**config.mk**
```make
export PLATFORM = sky130hd
export DESIGN_NAME = timed_output_chaser_top
export DESIGN_NICKNAME = d
export VERILOG_FILES = /design/src/sv/toc_pkg.sv /design/src/sv/toc_core.sv /design/src/sv/timed_output_chaser_top.sv
export SDC_FILE = /design/constraint.sdc
export NUM_CORES = 1
export LEC_CHECK = 0
export ABC_AREA = 1
export BUFFER_PORTS_ARGS = -buffer_cell sky130_fd_sc_hd__buf_2
export CAP_MARGIN = 20
export CORE_MARGIN = 4
export CORE_UTILIZATION = 25
export DETAILED_ROUTE_END_ITERATION = 16
export SYNTH_ARGS = -nofsm -noshare
export SYNTH_HDL_FRONTEND = slang
export SYNTH_SLANG_ARGS = --single-unit
```
**constraint.sdc**
```tcl
create_clock -name clk -period 3.4 [get_ports clk]
set_input_delay 0.85 -clock clk [delete_from_list [all_inputs] [get_ports clk]]
set_output_delay 0.85 -clock clk [all_outputs]
set_load 0.005 [all_outputs]
```
**src/sv/toc_pkg.sv**
```systemverilog
package toc_pkg;

	localparam int NUM_OUTPUTS_DEF = 16;
	localparam int OUT_W = 16;
	localparam int IDX_W = 4;
	localparam int TIME_W = 32;
	localparam int DATA_W = 32;
	localparam int ADDR_W = 5;

	typedef enum logic [2:0] {
		REG_FIRST    = 3'd0,
		REG_LAST     = 3'd1,
		REG_INTERVAL = 3'd2,
		REG_MODE     = 3'd3,
		REG_ENABLE   = 3'd4
	} reg_idx_t;

	typedef enum logic {
		MODE_PINGPONG = 1'b0,
		MODE_FILL     = 1'b1
	} mode_t;

	typedef struct packed {
		logic [IDX_W-1:0]  first;
		logic [IDX_W-1:0]  last;
		logic [TIME_W-1:0] interval;
		mode_t             mode;
		logic              enable;
	} cfg_t;

	typedef struct packed {
		logic [OUT_W-1:0] mask;
		logic             stepped;
	} res_t;

	localparam logic [IDX_W-1:0]  FIRST_RST = 4'd0;
	localparam logic [IDX_W-1:0]  LAST_RST = 4'd15;
	localparam logic [TIME_W-1:0] INTERVAL_RST = 32'd100;

endpackage

```
**src/sv/toc_core.sv**
```systemverilog
module toc_core import toc_pkg::*; #(
	parameter int NumOutputs = NUM_OUTPUTS_DEF
) (
	input  logic              clk,
	input  logic              arst_n,
	input  cfg_t              cfg,
	input  logic              clear,
	input  logic              step_en,
	input  logic [TIME_W-1:0] now_ms,
	output res_t              res
);

	// outputs at or above NumOutputs never change, so they get no storage
	localparam int MaskW = (NumOutputs < OUT_W) ? NumOutputs : OUT_W;

	logic [MaskW-1:0]  mask_q;
	logic [IDX_W-1:0]  pos_q;
	logic              loaded_q;
	logic              down_q;
	logic [TIME_W-1:0] last_time_q;

	logic [TIME_W-1:0] elapsed;
	logic              fire;
	logic [OUT_W-1:0]  range_bits;
	logic [OUT_W-1:0]  cur_mask;
	logic [OUT_W-1:0]  pos_bit;
	logic [OUT_W-1:0]  mask_nxt;
	logic [IDX_W-1:0]  pos;
	logic [IDX_W-1:0]  pos_nxt;
	logic              down_nxt;
	logic [MaskW-1:0]  mask_store;

	assign elapsed = now_ms - last_time_q;
	assign fire = cfg.enable && (elapsed > cfg.interval);

	always_comb begin
		for (int i = 0; i < OUT_W; i++) begin
			range_bits[i] = (IDX_W'(i) >= cfg.first) && (IDX_W'(i) <= cfg.last);
		end
	end

	assign cur_mask = OUT_W'(mask_q);
	assign pos = loaded_q ? pos_q : cfg.first;
	assign pos_bit = OUT_W'(1) << pos;

	always_comb begin
		mask_nxt = cur_mask;
		pos_nxt = pos;
		down_nxt = down_q;
		case (cfg.mode)
			MODE_PINGPONG: begin
				if (!down_q) begin
					mask_nxt = cur_mask | pos_bit;
					if (pos < cfg.last) begin
						pos_nxt = pos + IDX_W'(1);
					end else begin
						down_nxt = 1'b1;
					end
				end else begin
					mask_nxt = cur_mask & ~pos_bit;
					if (pos > cfg.first) begin
						pos_nxt = pos - IDX_W'(1);
					end else begin
						down_nxt = 1'b0;
					end
				end
			end
			MODE_FILL: begin
				if (pos < cfg.last) begin
					mask_nxt = cur_mask | pos_bit;
					pos_nxt = pos + IDX_W'(1);
				end else begin
					// top reached: light it, then wipe the range
					mask_nxt = (cur_mask | pos_bit) & ~range_bits;
					pos_nxt = cfg.first;
				end
			end
			default: begin
				mask_nxt = cur_mask;
			end
		endcase
	end

	assign mask_store = MaskW'(mask_nxt);

	always_ff @(posedge clk or negedge arst_n) begin
		if (!arst_n) begin
			mask_q <= '0;
			pos_q <= '0;
			loaded_q <= 1'b0;
			down_q <= 1'b0;
			last_time_q <= '0;
		end else if (clear) begin
			mask_q <= MaskW'(cur_mask & ~range_bits);
			pos_q <= '0;
			loaded_q <= 1'b0;
			down_q <= 1'b0;
			last_time_q <= '0;
		end else if (step_en && fire) begin
			mask_q <= mask_store;
			pos_q <= pos_nxt;
			loaded_q <= 1'b1;
			down_q <= down_nxt;
			last_time_q <= now_ms;
		end
	end

	assign res.mask = fire ? OUT_W'(mask_store) : cur_mask;
	assign res.stepped = fire;

endmodule

```
**src/sv/timed_output_chaser_top.sv**
```systemverilog
// Timed output chaser: each word on the item channel is a millisecond timestamp, and each
// one gives exactly one result word with the output mask after that tick and a stepped flag.
// A word is taken every cycle while the result is not stalled; the accepting edge loads the input
// register, and the step logic's output moves on into the result register when that register is
// free or being taken. toc_core updates its state at the edge that loads the result, which sets
// that one-word-per-cycle rate. A stalled result lets one more word into the input register,
// after which item_ready stays low until the result is taken. Registers sit on the APB port
// at 0x00 first_output, 0x04 last_output, 0x08 step_interval, 0x0c chase_mode,
// 0x10 chase_enable; write them only while no word is in flight. Writing 0 to
// chase_enable clears the chased range and restarts the sequence.
module timed_output_chaser_top import toc_pkg::*; #(
	parameter int NumOutputs = NUM_OUTPUTS_DEF
) (
	input  logic              clk,
	input  logic              arst_n,
	input  logic              psel,
	input  logic              penable,
	input  logic              pwrite,
	input  logic [ADDR_W-1:0] paddr,
	input  logic [DATA_W-1:0] pwdata,
	output logic [DATA_W-1:0] prdata,
	output logic              pready,
	input  logic              item_valid,
	output logic              item_ready,
	input  logic [TIME_W-1:0] now_ms,
	output logic              result_valid,
	input  logic              result_ready,
	output logic [OUT_W-1:0]  output_mask,
	output logic              stepped
);

	cfg_t              cfg_q;
	reg_idx_t          reg_idx;
	logic              wr_en;
	logic              clear;

	logic              s1_valid_q;
	logic [TIME_W-1:0] now_ms_s1;
	logic              result_valid_q;
	logic [OUT_W-1:0]  mask_q;
	logic              stepped_q;
	logic              advance;
	res_t              core_res;

	assign pready = 1'b1;
	assign reg_idx = reg_idx_t'(paddr[ADDR_W-1:2]);
	assign wr_en = psel && penable && pwrite;
	assign clear = wr_en && (reg_idx == REG_ENABLE) && !pwdata[0];

	always_ff @(posedge clk or negedge arst_n) begin
		if (!arst_n) begin
			cfg_q.first <= FIRST_RST;
			cfg_q.last <= LAST_RST;
			cfg_q.interval <= INTERVAL_RST;
			cfg_q.mode <= MODE_PINGPONG;
			cfg_q.enable <= 1'b0;
		end else if (wr_en) begin
			case (reg_idx)
				REG_FIRST:    cfg_q.first <= pwdata[IDX_W-1:0];
				REG_LAST:     cfg_q.last <= pwdata[IDX_W-1:0];
				REG_INTERVAL: cfg_q.interval <= pwdata[TIME_W-1:0];
				REG_MODE:     cfg_q.mode <= mode_t'(pwdata[0]);
				REG_ENABLE:   cfg_q.enable <= pwdata[0];
				default:      cfg_q <= cfg_q;
			endcase
		end
	end

	always_comb begin
		case (reg_idx)
			REG_FIRST:    prdata = DATA_W'(cfg_q.first);
			REG_LAST:     prdata = DATA_W'(cfg_q.last);
			REG_INTERVAL: prdata = DATA_W'(cfg_q.interval);
			REG_MODE:     prdata = DATA_W'(cfg_q.mode);
			REG_ENABLE:   prdata = DATA_W'(cfg_q.enable);
			default:      prdata = '0;
		endcase
	end

	// the input register drains whenever the result register is free or being taken
	assign advance = s1_valid_q && (!result_valid_q || result_ready);
	assign item_ready = !s1_valid_q || advance;

	always_ff @(posedge clk or negedge arst_n) begin
		if (!arst_n) begin
			s1_valid_q <= 1'b0;
			result_valid_q <= 1'b0;
		end else begin
			if (item_valid && item_ready) begin
				s1_valid_q <= 1'b1;
			end else if (advance) begin
				s1_valid_q <= 1'b0;
			end
			if (advance) begin
				result_valid_q <= 1'b1;
			end else if (result_ready) begin
				result_valid_q <= 1'b0;
			end
		end
	end

	always_ff @(posedge clk) begin
		if (item_valid && item_ready) begin
			now_ms_s1 <= now_ms;
		end
		if (advance) begin
			mask_q <= core_res.mask;
			stepped_q <= core_res.stepped;
		end
	end

	toc_core #(
		.NumOutputs(NumOutputs)
	) u_core (
		.clk     (clk),
		.arst_n  (arst_n),
		.cfg     (cfg_q),
		.clear   (clear),
		.step_en (advance),
		.now_ms  (now_ms_s1),
		.res     (core_res)
	);

	assign result_valid = result_valid_q;
	assign output_mask = mask_q;
	assign stepped = stepped_q;

	a_ready_low_only_when_full: assert property (@(posedge clk) disable iff (!arst_n)
		!item_ready |-> (s1_valid_q && result_valid_q))
		else $error("item_ready low with a free stage");

	a_s1_holds_on_stall: assert property (@(posedge clk) disable iff (!arst_n)
		(result_valid_q && !result_ready && s1_valid_q) |=> (s1_valid_q && $stable(now_ms_s1)))
		else $error("input register changed while the result stalled");

	a_step_needs_enable: assert property (@(posedge clk) disable iff (!arst_n)
		(advance && core_res.stepped) |-> cfg_q.enable)
		else $error("step taken while disabled");

	a_advance_fills_result: assert property (@(posedge clk) disable iff (!arst_n)
		advance |=> result_valid_q)
		else $error("result register not loaded after advance");

endmodule

```
==> results.py <==
metrics = {
    "logic_synthesis": {
        "syn_inst": 1280,
        "syn_area_um2": 9640,
        "synth_commonest_cells": "342 x nand2_1, 162 x inv_1, 122 x nor2_1",
        "synth_edf_count": 49,
        "synth-seq-area-share_pct": 40.8,
        "synth-seq-cells": 147,
        "yosysMostFrequentCell": "nand2_1",
        "avgSynthCellArea_um2": 7.53,
        "synth_ff_type": "dfrtp_1",
        "syn_nets": 1434,
        "synth_warnings": 0,
        "yosys-top-cells-area": "dfrtp_1 24%, edfxtp_1 15%, nand2_1 13%",
        "yosys.area.top_type_share_pct": 23.6,
        "synthArstFlopShare_pct": 66.7,
        "synthDistinctLibCells": 41,
        "yosysTopAreaCell": "dfrtp_1",
    },
    "run_status": {
        "violations": "setup timing",
        "status": "finished with violations",
    },
    "global_routing": {
        "grt_pass1_wl_mm": 47.1,
        "grtUsageMet1_pct": 18.5,
        "gr-total-overflow": 0,
        "grt.total_usage_pct": 14.2,
        "grt_use_met3_pct": 2.48,
        "grt_pass1_vias": 9025,
        "met2_usage_pct": 24.2,
        "grt-busiest-layer": "met2",
        "antenna_found_initial": 0,
        "grt_max_degree": 65,
    },
    "power_and_ir_drop": {
        "p_sw_uw": 4840,
        "p_seq_share_pct": 24.5,
        "cellPowerDensity_nw_per_um2": 849,
        "power.total_uw": 10900,
        "combPwrFrac_pct": 58.9,
        "swShare_pct": 44.5,
        "intPower_uw": 6030,
        "leakage_uw": 0.00645,
        "peakVddDrop_mv": 0.438,
        "p_clk_share_pct": 16.6,
    },
    "setup_path": {
        "required_ns": 3.72,
        "cp_slowest_cell": "edfxtp_1",
        "r2r_slack_ns": -0.27,
        "cp_common_cell": "inv_2",
        "r2r_cells": 24,
        "critical_path_buf_inv_count": 7,
        "crit_path_end_kind": "register",
        "r2r-end": "u_core.cur_mask[9]$_DFFE_PN0P_",
        "crit_family": "simple AND/OR/NAND/NOR gates",
        "slowest_delay_ns": 0.40,
        "cp-start-kind": "register",
        "crit_chain": "inv_1 > ha_2 > inv_2 > fa_2 > nand3_2 > nand2_4 > a21oi_4 > inv_2 > a21oi_4 > inv_2 > a21oi_1 > xnor2_1 > ha_1 > nand2_1 > nor2_1 > nand3_4 > inv_2 > nand2_2 > nand2_4 > nand3_4 > nand2_8 > buf_8 > clkbuf_16 > o21ai_0",
        "worstPathArrival_ns": 3.99,
        "crit_type": "register to register",
        "worstReg2RegStart": "now_ms_s1[0]$_DFFE_PP_",
        "worst-path-max-fanout": 9,
    },
    "cts": {
        "cts_sinks": 147,
        "hold_buffers": 0,
        "cts_buffer_depth": 2,
        "cts-root-buf": "clkbuf_16",
        "htreeDepth": 4,
        "clock_latency_ns": 0.44,
        "cts_made_buffers": 17,
        "path_clk_slew_ns": 0.07,
        "cts_tree": "built",
    },
    "timing": {
        "fin_tns_setup_ns": -16.10,
        "fin_ws_ns": -0.275,
        "fmax_mhz": 272,
        "rsz0062_at_grt": "yes",
        "min_period_ns": 3.67,
        "report.final.slew_viol_count": 0,
        "slew_headroom_pct": 56.3,
        "worst_pin_slew_ns": 0.655,
        "fin_skew_ns": 0.0103,
        "timing.final.hold_violations": 0,
        "post-route-period-util_pct": 108,
        "setup_violations": 71,
    },
    "floorplanning": {
        "num_rows": 71,
        "initial_core_util_pct": 25.5,
        "io_pins": 128,
        "core_um2": 37800,
        "die_w_um": 204,
        "fp.dieArea_um2": 41700,
        "fp.dieH_um": 204,
    },
    "final_layout": {
        "finalNonFillerCells": 2033,
        "drive_gt1_share_pct": 25.2,
        "num_antenna_cells": 0,
        "multi_input_area_um2": 5270,
        "seq_area_um2": 3930,
        "nNetsFinal": 1663,
        "fin_area_um2": 12800,
        "fillers": 4042,
        "syn2layout_area_growth_pct": 32.9,
    },
    "min_path": {
        "holdCritPathClass": "primary input to async pin",
    },
    "detailed_routing": {
        "antenna_left": 0,
        "route.detailed.drc": 0,
        "drt-initial-drc-count": 530,
        "via_per_inst": 4.51,
        "num_vias": 9165,
        "wl_per_cell_um": 14.8,
        "first_pass_iters": 7,
        "wl_mm": 30.1,
    },
    "run": {
        "max_cap_viol_count": 0,
    },
    "placement": {
        "place_area_um2": 11600,
        "port_buffers": 124,
        "dpl.hpwl_mm": 22.4,
        "dpl_worst_slack_ns": -0.599,
        "dp.cells": 1983,
        "gp_congestion": 0.916,
    },
}
-- worst max path at each step --
stage                           start                            endpoint  cells past startpoint
6_report       now_ms_s1[0]$_DFFE_PP_      u_core.cur_mask[9]$_DFFE_PN0P_                     24
5_1_grt        now_ms_s1[0]$_DFFE_PP_      u_core.cur_mask[6]$_DFFE_PN0P_                     28
4_1_cts        now_ms_s1[0]$_DFFE_PP_      u_core.cur_mask[1]$_DFFE_PN0P_                     27
3_5_place_dp   now_ms_s1[0]$_DFFE_PP_  u_core.last_time_q[14]$_DFFE_PN0P_                     28
3_3_place_gp   now_ms_s1[0]$_DFFE_PP_     u_core.cur_mask[10]$_DFFE_PN0P_                     27
2_1_floorplan  now_ms_s1[0]$_DFFE_PP_           output_mask[10]$_DFFE_PP_                     24
-- power by group through the flow --
stage | Sequential [uW] | Clock, uW | Combinational, uW
after CTS | 2660 | 1850 | 6050
after global placement | 2680 | 0 | 5580
after global routing | 2720 | 1930 | 7220
after detailed placement | 2690 | 0 | 5680
after floorplan | 2610 | 0 | 3720
final | 2670 | 1800 | 6400
-- flip-flops by register name, indices dropped and copies added (netlist names), 4 cells and up --
signal / cells
output_mask: 16
now_ms_s1: 32
u_core.pos_q: 4
u_core.last_time_q: 32
u_core.cur_mask: 16
cfg_q: 42
-- cells by family after synthesis --
logic type                 count (synthesis)  synth area share, %
buffers and inverters                    206                 8.41
xor gates and xnor gates                  26                 2.36
other                                      1               0.0389
and+or+nand+nor                          604                 25.8
adders and majority gates                 78                 10.2
AOI/OAI and AO/OA                        218                 12.4
DFF                                      147                 40.8
-- per-layer routing --
metal | wire length [um] | up-vias
li1 | - | 4634
met1 | 13500 | 4291
met2 | 14600 | 203
met3 | 1320 | 37
met4 | 729 | 0
met5 | 0 | -
-- cell usage in the layout, fill, tap and decap left out, types with 11 or more instances in the layout --
master and instances:
a21oi_1 95, buf_2 123, buf_4 105, clkbuf_16 21
dfrtp_1 91, edfxtp_1 49, ha_1 73, inv_1 157
nand2_1 317, nand2_2 18, nand2_4 11, nand3_1 93
nor2_1 117, nor3_1 11, o21ai_0 54, o21ai_1 18
xor2_1 16
-- final cells by class --
type | count | area share (%)
Multi-Input combinational cell | 927 | 41.2
Sequential cell | 147 | 30.7
Timing Repair Buffer | 247 | 13.8
Inverter | 169 | 5.05
Tap cell | 511 | 4.99
Clock buffer | 17 | 3.32
Clock inverter | 15 | 0.968
-- what timing repair did --
item	in CTS	in global routing
setup endpoints to repair	71	71
setup buffers	9	4
hold endpoints to repair	0	0
pin swaps	9	22
gates resized for setup	60	66
gates cloned	3	4
-- per-stage QoR --
step	hold WS, ns	util [%]
final	0.439	33.8
after global routing	0.479	33.8
after CTS	0.447	32.9
after detailed placement	0.465	30.6
after global placement	0.463	30.6
after floorplan	0.449	-
No activity file was read; power rests on OpenSTA's default activity.
